**config.mk**
```make
export PLATFORM = sky130hd
export DESIGN_NAME = bmp_gray_downscale_renderer_unit
export DESIGN_NICKNAME = d
export VERILOG_FILES = /design/src/bgd_pkg.sv /design/src/bgd_ram.sv /design/src/bgd_front.sv /design/src/bgd_setup.sv /design/src/bgd_back.sv /design/src/bmp_gray_downscale_renderer_unit.sv
export VERILOG_INCLUDE_DIRS = /design/src /design/src/src
export SDC_FILE = /design/constraint.sdc
export NUM_CORES = 2
export LEC_CHECK = 0
export ABC_AREA = 1
export BUFFER_PORTS_ARGS = -buffer_cell sky130_fd_sc_hd__buf_2
export CORE_MARGIN = 1
export CORE_UTILIZATION = 55
export CTS_CLUSTER_SIZE = 12
export DETAILED_ROUTE_END_ITERATION = 7
export PLACE_DENSITY = 0.71
export SYNTH_ARGS = -nofsm -noshare
export SYNTH_HDL_FRONTEND = slang
export SYNTH_SLANG_ARGS = --single-unit
```
**constraint.sdc**
```tcl
create_clock -name clk -period 29.8 [get_ports clk]
set_clock_uncertainty 0.15 [all_clocks]
set_input_delay 2.98 -clock clk [delete_from_list [all_inputs] [get_ports clk]]
set_output_delay 2.98 -clock clk [all_outputs]
set_load 0.005 [all_outputs]
```
**src/bmp_gray_downscale_renderer_unit_macros.svh**
```systemverilog
// assertion macros for the bmp gray downscale renderer
`ifndef BMP_GRAY_DOWNSCALE_RENDERER_UNIT_MACROS_SVH
`define BMP_GRAY_DOWNSCALE_RENDERER_UNIT_MACROS_SVH

// same-cycle implication
`define BGD_ASSERT_IMP(label, ante, cons, msg) \
	label: assert property (@(posedge clk) disable iff (!arst_n) (ante) |-> (cons)) \
		else $error(msg);

// next-cycle implication
`define BGD_ASSERT_NXT(label, ante, cons, msg) \
	label: assert property (@(posedge clk) disable iff (!arst_n) (ante) |=> (cons)) \
		else $error(msg);

`endif

```
**src/bgd_pkg.sv**
```systemverilog
// shared types and constants of the bmp gray downscale renderer
package bgd_pkg;

	localparam int DIM_W     = 12;
	localparam int COORD_W   = 13;
	localparam int GRAY_W    = 8;
	localparam int IDX_W     = 8;
	localparam int CFG_IDX_W = 3;

	localparam logic [1:0] KIND_PAL_WR   = 2'd0;
	localparam logic [1:0] KIND_PIX_GRAY = 2'd1;
	localparam logic [1:0] KIND_PIX_PAL  = 2'd2;

	localparam logic [CFG_IDX_W-1:0] REG_IMG_WIDTH  = 3'd0;
	localparam logic [CFG_IDX_W-1:0] REG_IMG_HEIGHT = 3'd1;
	localparam logic [CFG_IDX_W-1:0] REG_WIN_X      = 3'd2;
	localparam logic [CFG_IDX_W-1:0] REG_WIN_Y      = 3'd3;
	localparam logic [CFG_IDX_W-1:0] REG_WIN_WIDTH  = 3'd4;
	localparam logic [CFG_IDX_W-1:0] REG_WIN_HEIGHT = 3'd5;
	localparam logic [CFG_IDX_W-1:0] REG_PIXEL_MODE = 3'd6;

	typedef struct packed {
		logic [1:0]        kind;
		logic [IDX_W-1:0]  index;
		logic [GRAY_W-1:0] gray;
	} item_t;

	typedef struct packed {
		logic [DIM_W-1:0] img_width;
		logic [DIM_W-1:0] img_height;
		logic [DIM_W-1:0] win_x;
		logic [DIM_W-1:0] win_y;
		logic [DIM_W-1:0] win_width;
		logic [DIM_W-1:0] win_height;
		logic             pixel_mode;
	} cfg_t;

	typedef struct packed {
		logic               busy;
		logic               done;
		logic [DIM_W-1:0]   num;
		logic [DIM_W-1:0]   den;
		logic [COORD_W-1:0] offset_col;
		logic [COORD_W-1:0] offset_row;
	} setup_t;

	typedef struct packed {
		logic start;
		logic frame_ready;
	} back_stat_t;

endpackage

```
**src/bgd_ram.sv**
```systemverilog
// generic single-write, single-read ram with registered read
module bgd_ram #(
	parameter int WIDTH = 8,
	parameter int DEPTH = 256
) (
	input  logic                     clk,
	input  logic                     we,
	input  logic [$clog2(DEPTH)-1:0] waddr,
	input  logic [WIDTH-1:0]         wdata,
	input  logic                     re,
	input  logic [$clog2(DEPTH)-1:0] raddr,
	output logic [WIDTH-1:0]         rdata
);

	logic [WIDTH-1:0] mem_q [DEPTH];
	logic [WIDTH-1:0] rdata_q;

	always_ff @(posedge clk) begin
		if (we) begin
			mem_q[waddr] <= wdata;
		end
		if (re) begin
			rdata_q <= mem_q[raddr];
		end
	end

	assign rdata = rdata_q;

endmodule

```
**src/bgd_front.sv**
```systemverilog
// front end: gray conversion, item classification and item queue
module bgd_front import bgd_pkg::*; #(
	parameter int PALETTE_DEPTH = 256
) (
	input  logic              clk,
	input  logic              arst_n,
	input  cfg_t              cfg,
	input  logic              push,
	output logic              full,
	input  logic              opcode,
	input  logic [IDX_W-1:0]  index,
	input  logic [7:0]        blue,
	input  logic [7:0]        green,
	input  logic [7:0]        red,
	output logic              head_valid,
	output item_t             head,
	input  logic              head_pop
);

	localparam int QD  = 4;
	localparam int QAW = $clog2(QD);
	localparam logic OP_PAL_WR = 1'b0;
	localparam logic [14:0] COEF_R = 15'd38;
	localparam logic [14:0] COEF_G = 15'd75;
	localparam logic [14:0] COEF_B = 15'd15;
	localparam int GRAY_SHIFT = 7;

	function automatic logic [GRAY_W-1:0] gray_of(input logic [7:0] r, input logic [7:0] g,
		input logic [7:0] b);
		logic [14:0] sum;
		begin
			sum = 15'(r) * COEF_R + 15'(g) * COEF_G + 15'(b) * COEF_B;
			return GRAY_W'(sum >> GRAY_SHIFT);
		end
	endfunction

	item_t          item_in;
	logic           keep;
	logic           in_range;
	logic           wr;
	logic           rd;
	item_t          mem_q [QD];
	logic [QAW-1:0] wr_ptr_q;
	logic [QAW-1:0] rd_ptr_q;
	logic [QAW:0]   count_q;

	assign in_range = {1'b0, index} < 9'(PALETTE_DEPTH);

	always_comb begin
		item_in.index = index;
		item_in.gray  = gray_of(red, green, blue);
		item_in.kind  = KIND_PIX_GRAY;
		keep          = 1'b1;
		if (opcode == OP_PAL_WR) begin
			item_in.kind = KIND_PAL_WR;
			keep         = in_range;
		end else if (cfg.pixel_mode) begin
			if (in_range) begin
				item_in.kind = KIND_PIX_PAL;
			end else begin
				item_in.gray = '0;
			end
		end
	end

	assign full       = count_q == (QAW+1)'(QD);
	assign head_valid = count_q != '0;
	assign head       = mem_q[rd_ptr_q];
	assign wr         = push && !full && keep;
	assign rd         = head_pop && head_valid;

	always_ff @(posedge clk) begin
		if (wr) begin
			mem_q[wr_ptr_q] <= item_in;
		end
	end

	always_ff @(posedge clk or negedge arst_n) begin
		if (!arst_n) begin
			wr_ptr_q <= '0;
			rd_ptr_q <= '0;
			count_q  <= '0;
		end else begin
			if (wr) begin
				wr_ptr_q <= wr_ptr_q + 1'b1;
			end
			if (rd) begin
				rd_ptr_q <= rd_ptr_q + 1'b1;
			end
			count_q <= count_q + (QAW+1)'(wr) - (QAW+1)'(rd);
		end
	end

endmodule

```
**src/bgd_setup.sv**
```systemverilog
// per-frame setup: scale fraction, fitted size by long division, centering offsets
module bgd_setup import bgd_pkg::*; (
	input  logic   clk,
	input  logic   arst_n,
	input  cfg_t   cfg,
	input  logic   start,
	output setup_t res
);

	localparam int PROD_W    = 2 * DIM_W;
	localparam int DIV_STEPS = PROD_W;
	localparam int CNT_W     = $clog2(DIV_STEPS);

	localparam logic [2:0] ST_IDLE = 3'd0;
	localparam logic [2:0] ST_MUL  = 3'd1;
	localparam logic [2:0] ST_CMP  = 3'd2;
	localparam logic [2:0] ST_DIV  = 3'd3;
	localparam logic [2:0] ST_OFS  = 3'd4;

	logic [2:0]         state_q;
	logic [PROD_W-1:0]  prod_a_q;
	logic [PROD_W-1:0]  prod_b_q;
	logic [PROD_W-1:0]  dividend_q;
	logic [DIM_W-1:0]   rem_q;
	logic [CNT_W-1:0]   cnt_q;
	logic               wbr_q;
	logic [DIM_W-1:0]   num_q;
	logic [DIM_W-1:0]   den_q;
	logic [DIM_W-1:0]   aw_q;
	logic [DIM_W-1:0]   ah_q;
	logic [COORD_W-1:0] offset_col_q;
	logic [COORD_W-1:0] offset_row_q;

	logic               lt;
	logic [DIM_W-1:0]   num_c;
	logic [DIM_W-1:0]   den_c;
	logic [DIM_W:0]     rem_sh;
	logic               ge;
	logic [DIM_W-1:0]   rem_nx;
	logic [PROD_W-1:0]  quot_nx;
	logic [DIM_W-1:0]   wdiff;
	logic [DIM_W-1:0]   hdiff;

	always_comb begin
		lt      = prod_a_q < prod_b_q;
		num_c   = lt ? cfg.win_width : cfg.win_height;
		den_c   = lt ? cfg.img_width : cfg.img_height;
		rem_sh  = {rem_q, dividend_q[PROD_W-1]};
		ge      = rem_sh >= {1'b0, den_q};
		rem_nx  = ge ? DIM_W'(rem_sh - {1'b0, den_q}) : rem_sh[DIM_W-1:0];
		quot_nx = {dividend_q[PROD_W-2:0], ge};
		wdiff   = cfg.win_width - aw_q;
		hdiff   = cfg.win_height - ah_q;
	end

	always_ff @(posedge clk or negedge arst_n) begin
		if (!arst_n) begin
			state_q      <= ST_IDLE;
			num_q        <= DIM_W'(1);
			den_q        <= DIM_W'(1);
			offset_col_q <= '0;
			offset_row_q <= '0;
			cnt_q        <= '0;
			wbr_q        <= 1'b0;
		end else begin
			case (state_q)
				ST_IDLE: begin
					if (start) begin
						state_q <= ST_MUL;
					end
				end
				ST_MUL: begin
					state_q <= ST_CMP;
				end
				ST_CMP: begin
					wbr_q <= lt;
					cnt_q <= '0;
					if (num_c >= den_c) begin
						num_q   <= DIM_W'(1);
						den_q   <= DIM_W'(1);
						state_q <= ST_OFS;
					end else begin
						num_q   <= num_c;
						den_q   <= den_c;
						state_q <= ST_DIV;
					end
				end
				ST_DIV: begin
					cnt_q <= cnt_q + 1'b1;
					if (cnt_q == CNT_W'(DIV_STEPS - 1)) begin
						state_q <= ST_OFS;
					end
				end
				ST_OFS: begin
					offset_col_q <= COORD_W'(cfg.win_x) + COORD_W'(wdiff >> 1);
					offset_row_q <= COORD_W'(cfg.win_y) + COORD_W'(hdiff >> 1);
					state_q      <= ST_IDLE;
				end
				default: begin
					state_q <= ST_IDLE;
				end
			endcase
		end
	end

	// datapath registers
	always_ff @(posedge clk) begin
		case (state_q)
			ST_MUL: begin
				prod_a_q <= PROD_W'(cfg.win_width) * PROD_W'(cfg.img_height);
				prod_b_q <= PROD_W'(cfg.win_height) * PROD_W'(cfg.img_width);
			end
			ST_CMP: begin
				rem_q      <= '0;
				dividend_q <= lt ? prod_a_q : prod_b_q;
				if (num_c >= den_c) begin
					aw_q <= cfg.img_width;
					ah_q <= cfg.img_height;
				end else if (lt) begin
					aw_q <= cfg.win_width;
				end else begin
					ah_q <= cfg.win_height;
				end
			end
			ST_DIV: begin
				rem_q      <= rem_nx;
				dividend_q <= quot_nx;
				if (cnt_q == CNT_W'(DIV_STEPS - 1)) begin
					if (wbr_q) begin
						ah_q <= quot_nx[DIM_W-1:0];
					end else begin
						aw_q <= quot_nx[DIM_W-1:0];
					end
				end
			end
			default: begin
			end
		endcase
	end

	assign res.busy       = state_q != ST_IDLE;
	assign res.done       = state_q == ST_OFS;
	assign res.num        = num_q;
	assign res.den        = den_q;
	assign res.offset_col = offset_col_q;
	assign res.offset_row = offset_row_q;

endmodule

```
**src/bgd_back.sv**
```systemverilog
// back end: palette store, position stepping, gray select and result queue
module bgd_back import bgd_pkg::*; #(
	parameter int PALETTE_DEPTH = 256
) (
	input  logic               clk,
	input  logic               arst_n,
	input  cfg_t               cfg,
	input  logic               restart,
	input  logic               head_valid,
	input  item_t              head,
	output logic               head_pop,
	input  setup_t             setup,
	output back_stat_t         stat,
	output logic               empty,
	input  logic               pop,
	output logic [COORD_W-1:0] dest_x,
	output logic [COORD_W-1:0] dest_y,
	output logic [GRAY_W-1:0]  gray,
	output logic               frame_end
);

	localparam int PAW = $clog2(PALETTE_DEPTH);
	localparam int OQ  = 4;
	localparam int OAW = $clog2(OQ);

	typedef struct packed {
		logic [COORD_W-1:0] dest_x;
		logic [COORD_W-1:0] dest_y;
		logic [GRAY_W-1:0]  gray;
		logic               frame_end;
	} res_t;

	logic [DIM_W-1:0] col_cnt_q;
	logic [DIM_W-1:0] row_cnt_q;
	logic [DIM_W-1:0] col_acc_q;
	logic [DIM_W-1:0] row_acc_q;
	logic [DIM_W-1:0] scol_q;
	logic [DIM_W-1:0] srow_q;
	logic             setup_done_q;

	logic               valid_s2;
	logic [COORD_W-1:0] dest_x_s2;
	logic [COORD_W-1:0] dest_y_s2;
	logic [GRAY_W-1:0]  gray_s2;
	logic               use_ram_s2;
	logic               frame_end_s2;

	res_t           oq_q [OQ];
	logic [OAW-1:0] owr_ptr_q;
	logic [OAW-1:0] ord_ptr_q;
	logic [OAW:0]   ocount_q;
	logic [OAW:0]   used;
	logic           credit;
	logic           orcv;
	res_t           res_in;
	res_t           res_out;

	logic              ram_we;
	logic              issue;
	logic              setup_start;
	logic [GRAY_W-1:0] ram_rdata;

	logic           last_col;
	logic           last_row;
	logic [DIM_W:0] col_sum;
	logic [DIM_W:0] row_sum;
	logic           col_wrap;
	logic           row_wrap;

	assign used   = ocount_q + (OAW+1)'(valid_s2);
	assign credit = used < (OAW+1)'(OQ);

	always_comb begin
		head_pop    = 1'b0;
		ram_we      = 1'b0;
		issue       = 1'b0;
		setup_start = 1'b0;
		if (head_valid) begin
			case (head.kind)
				KIND_PAL_WR: begin
					ram_we   = 1'b1;
					head_pop = 1'b1;
				end
				KIND_PIX_GRAY, KIND_PIX_PAL: begin
					if (!setup_done_q) begin
						setup_start = !setup.busy;
					end else if (credit) begin
						issue    = 1'b1;
						head_pop = 1'b1;
					end
				end
				default: begin
					head_pop = 1'b1;
				end
			endcase
		end
	end

	always_comb begin
		last_col = col_cnt_q >= cfg.img_width - 1'b1;
		last_row = row_cnt_q >= cfg.img_height - 1'b1;
		col_sum  = {1'b0, col_acc_q} + {1'b0, setup.num};
		row_sum  = {1'b0, row_acc_q} + {1'b0, setup.num};
		col_wrap = col_sum >= {1'b0, setup.den};
		row_wrap = row_sum >= {1'b0, setup.den};
	end

	bgd_ram #(
		.WIDTH(GRAY_W),
		.DEPTH(PALETTE_DEPTH)
	) u_palette (
		.clk  (clk),
		.we   (ram_we),
		.waddr(head.index[PAW-1:0]),
		.wdata(head.gray),
		.re   (issue),
		.raddr(head.index[PAW-1:0]),
		.rdata(ram_rdata)
	);

	always_ff @(posedge clk or negedge arst_n) begin
		if (!arst_n) begin
			col_cnt_q    <= '0;
			row_cnt_q    <= '0;
			col_acc_q    <= '0;
			row_acc_q    <= '0;
			scol_q       <= '0;
			srow_q       <= '0;
			setup_done_q <= 1'b0;
		end else if (restart) begin
			col_cnt_q    <= '0;
			row_cnt_q    <= '0;
			col_acc_q    <= '0;
			row_acc_q    <= '0;
			scol_q       <= '0;
			srow_q       <= '0;
			setup_done_q <= 1'b0;
		end else begin
			if (setup.done) begin
				setup_done_q <= 1'b1;
			end
			if (issue) begin
				if (!last_col) begin
					col_cnt_q <= col_cnt_q + 1'b1;
					if (col_wrap) begin
						col_acc_q <= DIM_W'(col_sum - {1'b0, setup.den});
						scol_q    <= scol_q + 1'b1;
					end else begin
						col_acc_q <= col_sum[DIM_W-1:0];
					end
				end else if (!last_row) begin
					col_cnt_q <= '0;
					col_acc_q <= '0;
					scol_q    <= '0;
					row_cnt_q <= row_cnt_q + 1'b1;
					if (row_wrap) begin
						row_acc_q <= DIM_W'(row_sum - {1'b0, setup.den});
						srow_q    <= srow_q + 1'b1;
					end else begin
						row_acc_q <= row_sum[DIM_W-1:0];
					end
				end else begin
					col_cnt_q    <= '0;
					row_cnt_q    <= '0;
					col_acc_q    <= '0;
					row_acc_q    <= '0;
					scol_q       <= '0;
					srow_q       <= '0;
					setup_done_q <= 1'b0;
				end
			end
		end
	end

	always_ff @(posedge clk or negedge arst_n) begin
		if (!arst_n) begin
			valid_s2 <= 1'b0;
		end else begin
			valid_s2 <= issue;
		end
	end

	always_ff @(posedge clk) begin
		if (issue) begin
			dest_x_s2    <= setup.offset_col + COORD_W'(scol_q);
			dest_y_s2    <= setup.offset_row + COORD_W'(srow_q);
			gray_s2      <= head.gray;
			use_ram_s2   <= head.kind == KIND_PIX_PAL;
			frame_end_s2 <= last_col && last_row;
		end
	end

	// result queue
	always_comb begin
		res_in.dest_x    = dest_x_s2;
		res_in.dest_y    = dest_y_s2;
		res_in.gray      = use_ram_s2 ? ram_rdata : gray_s2;
		res_in.frame_end = frame_end_s2;
	end

	assign empty = ocount_q == '0;
	assign orcv  = pop && !empty;

	always_ff @(posedge clk) begin
		if (valid_s2) begin
			oq_q[owr_ptr_q] <= res_in;
		end
	end

	always_ff @(posedge clk or negedge arst_n) begin
		if (!arst_n) begin
			owr_ptr_q <= '0;
			ord_ptr_q <= '0;
			ocount_q  <= '0;
		end else begin
			if (valid_s2) begin
				owr_ptr_q <= owr_ptr_q + 1'b1;
			end
			if (orcv) begin
				ord_ptr_q <= ord_ptr_q + 1'b1;
			end
			ocount_q <= ocount_q + (OAW+1)'(valid_s2) - (OAW+1)'(orcv);
		end
	end

	assign res_out   = oq_q[ord_ptr_q];
	assign dest_x    = res_out.dest_x;
	assign dest_y    = res_out.dest_y;
	assign gray      = res_out.gray;
	assign frame_end = res_out.frame_end;

	assign stat.start       = setup_start;
	assign stat.frame_ready = setup_done_q;

endmodule

```
**src/bmp_gray_downscale_renderer_unit.sv**
```systemverilog
// top level of the bmp gray downscale renderer
// Usage:
//   Input queue: drive opcode/index/blue/green/red and push; a request is taken at a
//   clock edge with push high and full low. A palette write (opcode 0) stores one gray
//   entry and gives no result; a pixel (opcode 1) gives exactly one result.
//   Result queue: while empty is low the oldest result sits on dest_x/dest_y/gray/
//   frame_end; pop with empty low takes it. frame_end marks the last pixel of a frame.
//   Config port: cfg_valid/cfg_ready with cfg_index and cfg_data; cfg_ready is always
//   high. Any write to a known register restarts the frame; write only while idle.
//   A pixel request passes the item queue, the issue logic and the s2 result registers
//   before its result enters the result queue. The first pixel of a frame waits for
//   setup; a 24-step long division in the setup unit computes the fitted size unless
//   the image fits unscaled. Throughput: one request per cycle once a frame is set up
//   and the result queue has room; the pixel after a frame end waits for a new setup.
//   A stalled result side fills a 4-deep result queue, then a 4-deep item queue, after
//   which full rises. Reset empties both queues, restores register defaults and
//   restarts the frame; palette contents are undefined until written.
module bmp_gray_downscale_renderer_unit import bgd_pkg::*; #(
	parameter int PALETTE_DEPTH = 256
) (
	input  logic                 clk,
	input  logic                 arst_n,
	input  logic                 push,
	output logic                 full,
	input  logic                 opcode,
	input  logic [IDX_W-1:0]     index,
	input  logic [7:0]           blue,
	input  logic [7:0]           green,
	input  logic [7:0]           red,
	output logic                 empty,
	input  logic                 pop,
	output logic [COORD_W-1:0]   dest_x,
	output logic [COORD_W-1:0]   dest_y,
	output logic [GRAY_W-1:0]    gray,
	output logic                 frame_end,
	input  logic                 cfg_valid,
	output logic                 cfg_ready,
	input  logic [CFG_IDX_W-1:0] cfg_index,
	input  logic [DIM_W-1:0]     cfg_data
);

`include "bmp_gray_downscale_renderer_unit_macros.svh"

	localparam int MAX_DIM = 4096;

	function automatic logic [DIM_W-1:0] dim_of(input logic [DIM_W-1:0] v);
		begin
			if (v == '0) begin
				return DIM_W'(1);
			end else if (32'(v) > MAX_DIM - 1) begin
				return DIM_W'(MAX_DIM - 1);
			end
			return v;
		end
	endfunction

	cfg_t       cfg_q;
	logic       cfg_wr;
	logic       cfg_restart;
	logic       head_valid;
	item_t      head;
	logic       head_pop;
	setup_t     setup_res;
	back_stat_t back_stat;

	assign cfg_ready = 1'b1;
	assign cfg_wr    = cfg_valid && cfg_ready;

	always_comb begin
		case (cfg_index)
			REG_IMG_WIDTH, REG_IMG_HEIGHT, REG_WIN_X, REG_WIN_Y, REG_WIN_WIDTH,
			REG_WIN_HEIGHT, REG_PIXEL_MODE: begin
				cfg_restart = cfg_wr;
			end
			default: begin
				cfg_restart = 1'b0;
			end
		endcase
	end

	always_ff @(posedge clk or negedge arst_n) begin
		if (!arst_n) begin
			cfg_q.img_width  <= DIM_W'(1);
			cfg_q.img_height <= DIM_W'(1);
			cfg_q.win_x      <= '0;
			cfg_q.win_y      <= '0;
			cfg_q.win_width  <= DIM_W'(1);
			cfg_q.win_height <= DIM_W'(1);
			cfg_q.pixel_mode <= 1'b0;
		end else if (cfg_wr) begin
			case (cfg_index)
				REG_IMG_WIDTH:  cfg_q.img_width  <= dim_of(cfg_data);
				REG_IMG_HEIGHT: cfg_q.img_height <= dim_of(cfg_data);
				REG_WIN_X:      cfg_q.win_x      <= cfg_data;
				REG_WIN_Y:      cfg_q.win_y      <= cfg_data;
				REG_WIN_WIDTH:  cfg_q.win_width  <= dim_of(cfg_data);
				REG_WIN_HEIGHT: cfg_q.win_height <= dim_of(cfg_data);
				REG_PIXEL_MODE: cfg_q.pixel_mode <= cfg_data[0];
				default: begin
				end
			endcase
		end
	end

	bgd_front #(
		.PALETTE_DEPTH(PALETTE_DEPTH)
	) u_front (
		.clk       (clk),
		.arst_n    (arst_n),
		.cfg       (cfg_q),
		.push      (push),
		.full      (full),
		.opcode    (opcode),
		.index     (index),
		.blue      (blue),
		.green     (green),
		.red       (red),
		.head_valid(head_valid),
		.head      (head),
		.head_pop  (head_pop)
	);

	bgd_setup u_setup (
		.clk   (clk),
		.arst_n(arst_n),
		.cfg   (cfg_q),
		.start (back_stat.start),
		.res   (setup_res)
	);

	bgd_back #(
		.PALETTE_DEPTH(PALETTE_DEPTH)
	) u_back (
		.clk       (clk),
		.arst_n    (arst_n),
		.cfg       (cfg_q),
		.restart   (cfg_restart),
		.head_valid(head_valid),
		.head      (head),
		.head_pop  (head_pop),
		.setup     (setup_res),
		.stat      (back_stat),
		.empty     (empty),
		.pop       (pop),
		.dest_x    (dest_x),
		.dest_y    (dest_y),
		.gray      (gray),
		.frame_end (frame_end)
	);

	`BGD_ASSERT_IMP(a_start_when_idle, back_stat.start, !setup_res.busy, "setup started while busy")
	`BGD_ASSERT_NXT(a_done_arms_frame, setup_res.done && !cfg_restart,
		back_stat.frame_ready && !setup_res.busy, "setup done did not arm the frame")
	`BGD_ASSERT_NXT(a_restart_disarms, cfg_restart, !back_stat.frame_ready,
		"register write did not restart the frame")

endmodule
```
==> impl_metrics.py <==
metrics = {
    "floorplanning": {
        "rows": 175,
        "io_pins": 91,
        "fp.coreArea_um2": 228000,
        "start_util_pct": 55.5,
        "dieArea_um2": 232000,
        "die_x_um": 482,
        "die_height_um": 482,
    },
    "setup_path": {
        "crit_chain": "buf_2, ha_1, ha_1, ha_1, a21oi_1, nand2_1, xnor2_1, fa_1, fa_1, inv_1, fa_1, inv_1, fa_1, inv_1, ha_1, nand2_1, o21ai_0, a21oi_1, o21ai_0, nand3_1, nand2_1, nand4_1, nand3_1, xor2_1",
        "worstPathArrival_ns": 8.42,
        "critical-path-slowest-cell": "fa_1",
        "cp_max_fo": 4,
        "required_ns": 30.35,
        "reg2reg_depth": 20,
        "cp_slowest_stage_delay_ns": 0.53,
        "critPathKind": "in -> reg",
        "worstSetupStartpointType": "input port",
        "r2r_slack_ns": 22.72,
        "timing.rr.start": "u_front.rd_ptr_q[1]",
        "crit_family": "adder cells",
        "crit_path_end_kind": "flip-flop",
        "path_buf_inv": 4,
        "reg2reg_to": "u_back.u_palette.rdata[1]",
    },
    "global_route": {
        "antenna_found_initial": 12,
        "overflow": 0,
        "grt_pass1_vias": 87400,
        "gr-usage-all-layers_pct": 29.7,
        "grt_first_pass_wirelength_um": 522000,
        "grt_max_degree": 203,
    },
    "routing": {
        "drt_iter0_markers": 9997,
        "post-route-drc-count": 0,
        "ant_nets": 0,
        "routed_wl_um": 344000,
        "avgRoutedWirePerCell_um": 22.0,
        "dr.pass1.iters": 8,
        "num_vias": 89100,
        "viasPerCell": 5.71,
    },
    "clock_tree": {
        "clock_sinks": 2632,
        "root_buffer": "clkbuf_16",
        "holdBufCountCts": 0,
        "clk_pin_slew_ns": 0.06,
        "clockBufferDepth": 4,
        "htreeDepth": 5,
        "cts.repair.resized": 0,
        "clock_latency_ns": 0.95,
        "cts_buffers": 294,
        "postCtsSetupRepairBufs": 0,
        "cts_tree": "built",
    },
    "synthesis": {
        "synth_seq_cells": 2632,
        "synth_edf_count": 2412,
        "synth_common_cells": "nand2_1 (5354), edfxtp_1 (2412), inv_1 (856)",
        "post_synth.cell_area_avg_um2": 10.2,
        "yosysSeqAreaShare_pct": 61.6,
        "syn_inst": 12500,
        "synth_area_um2": 127000,
        "yosysMostFrequentCell": "nand2_1",
        "yosysWarnings": 0,
        "ys.flop_type": "edfxtp_1",
        "synth_top_area_share_pct": 57.2,
        "synth.distinct_cells": 55,
        "synthArstFlopShare_pct": 8.36,
        "synthTopCellsByArea": "edfxtp_1 (57%), nand2_1 (16%), dfrtp_1 (4.2%), fa_1 (4.2%), ha_1 (3.9%)",
        "syn_nets": 13200,
        "synth_top_cell_by_area": "edfxtp_1",
    },
    "run_status": {
        "run_status": "complete, no violations",
    },
    "cells_and_area": {
        "area_delta_synth_final_pct": 9.19,
        "drive_above_1_share_pct": 4.96,
        "nNetsFinal": 13100,
        "multi_input_area_um2": 43100,
        "fillers": 18200,
        "design_area_um2": 138000,
        "seq_area_um2": 77900,
    },
    "hold_path": {
        "worst_hold_path.endpoint": "u_back.oq_q[2][29]",
        "hp-class": "reg -> reg",
        "min_from": "u_back.dest_x_s2[7]",
        "min_path_cells": 0,
    },
    "timing": {
        "max_freq_mhz": 127,
        "slew_headroom_pct": 2.88,
        "holdWs_ns": 0.331,
        "rsz0062_at_grt": "no",
        "finalHoldViolCount": 0,
        "fin_setup_tns_ns": 0,
        "worstMarginPinSlew_ns": 1.44,
        "drv_slew": 0,
        "post-route-period-util_pct": 26.4,
        "post-route-min-period_ns": 7.87,
        "setup_viol_count_final": 0,
    },
    "placement": {
        "dp_hpwl_um": 208000,
        "placed_area_um2": 130000,
        "port_buffers": 89,
        "gp_congestion": 0.894,
    },
    "flow_run": {
        "cap_violations": 0,
    },
}
## worst max path at each step
stage	start	to	depth (start not counted)
floorplan	u_front.rd_ptr_q[1]	u_back.gray_s2[0]	5
global placement	red[0]	u_front.mem_q[0][7]	24
detailed placement	red[0]	u_front.mem_q[0][6]	24
CTS	red[0]	u_front.mem_q[0][6]	24
global route	red[0]	u_front.mem_q[3][7]	24
finish	red[0]	u_front.mem_q[3][7]	24
## final cells by class
class                           count  share of cell area, %
Clock buffer                      392                   5.70
Multi-Input combinational cell   8400                   31.2
Inverter                          872                   2.38
Timing Repair Buffer              216                   1.17
Tap cell                         3009                   2.72
Sequential cell                  2632                   56.4
Clock inverter                     77                  0.375
Antenna cell                       13                 0.0235
## sequential cells by signal (all words and copies together) (netlist names), 13 cells and up
signal / count
cfg_q: 73
u_back.oq_q: 140
u_back.dest_y_s2: 13
u_setup.offset_col_q: 13
u_back.u_palette.mem_q: 2048
u_front.mem_q: 72
u_setup.offset_row_q: 13
u_setup.dividend_q: 24
u_setup.prod_a_q: 24
u_back.dest_x_s2: 13
u_setup.prod_b_q: 24
## through the flow
step	cells	setup slack, ns	util (%)
after floorplan	12500	20.01	-
after global placement	15100	20.88	56.9
after detailed placement	15100	20.96	56.9
after CTS	15600	21.89	60.6
after global routing	15600	21.54	60.6
final	15600	21.93	60.6
## logic make-up (layout without fill, tap and decap cells)
kind of cell | after synthesis | count (layout) | synth area share [%]
AND/OR/NAND/NOR | 6553 | 6553 | 20.1
flip-flops | 2632 | 2632 | 61.6
buffers and inverters | 1428 | 1557 | 4.49
AO/OA/AOI/OAI | 956 | 956 | 4.11
adder cells (fa/ha/maj) | 659 | 659 | 8.09
XOR/XNOR | 223 | 223 | 1.54
multiplexers | 8 | 8 | 0.0712
other | 1 | 14 | 0.00296
## placed cells by master, fill, tap and decap left out, types with 25 or more instances in the layout
| cell | count |
|---|---|
| nand2_1 | 5353 |
| edfxtp_1 | 2412 |
| inv_1 | 853 |
| nor2_1 | 722 |
| o21ai_0 | 424 |
| ha_1 | 393 |
| nand3_1 | 310 |
| clkbuf_16 | 299 |
| a21oi_1 | 273 |
| fa_1 | 266 |
| dfrtp_1 | 213 |
| xor2_1 | 143 |
| buf_4 | 110 |
| nand4_1 | 97 |
| clkbuf_1 | 88 |
| buf_2 | 88 |
| xnor2_1 | 80 |
| o21ai_1 | 69 |
| o22ai_1 | 43 |
| clkinv_1 | 42 |
| o211ai_1 | 37 |
| nor3_1 | 25 |
## layer usage
layer,vias to the layer above,global-route usage [%],routed length (um)
li1,40800,-,-
met4,10,12.4,15500
met5,-,0,58
met3,819,5.48,34900
met2,4540,47.9,160000
met1,42900,39.6,133000
Power is left out: the tool's default activity adds up to more than one toggle a clock period on the data nets, which glitch-free logic cannot reach.
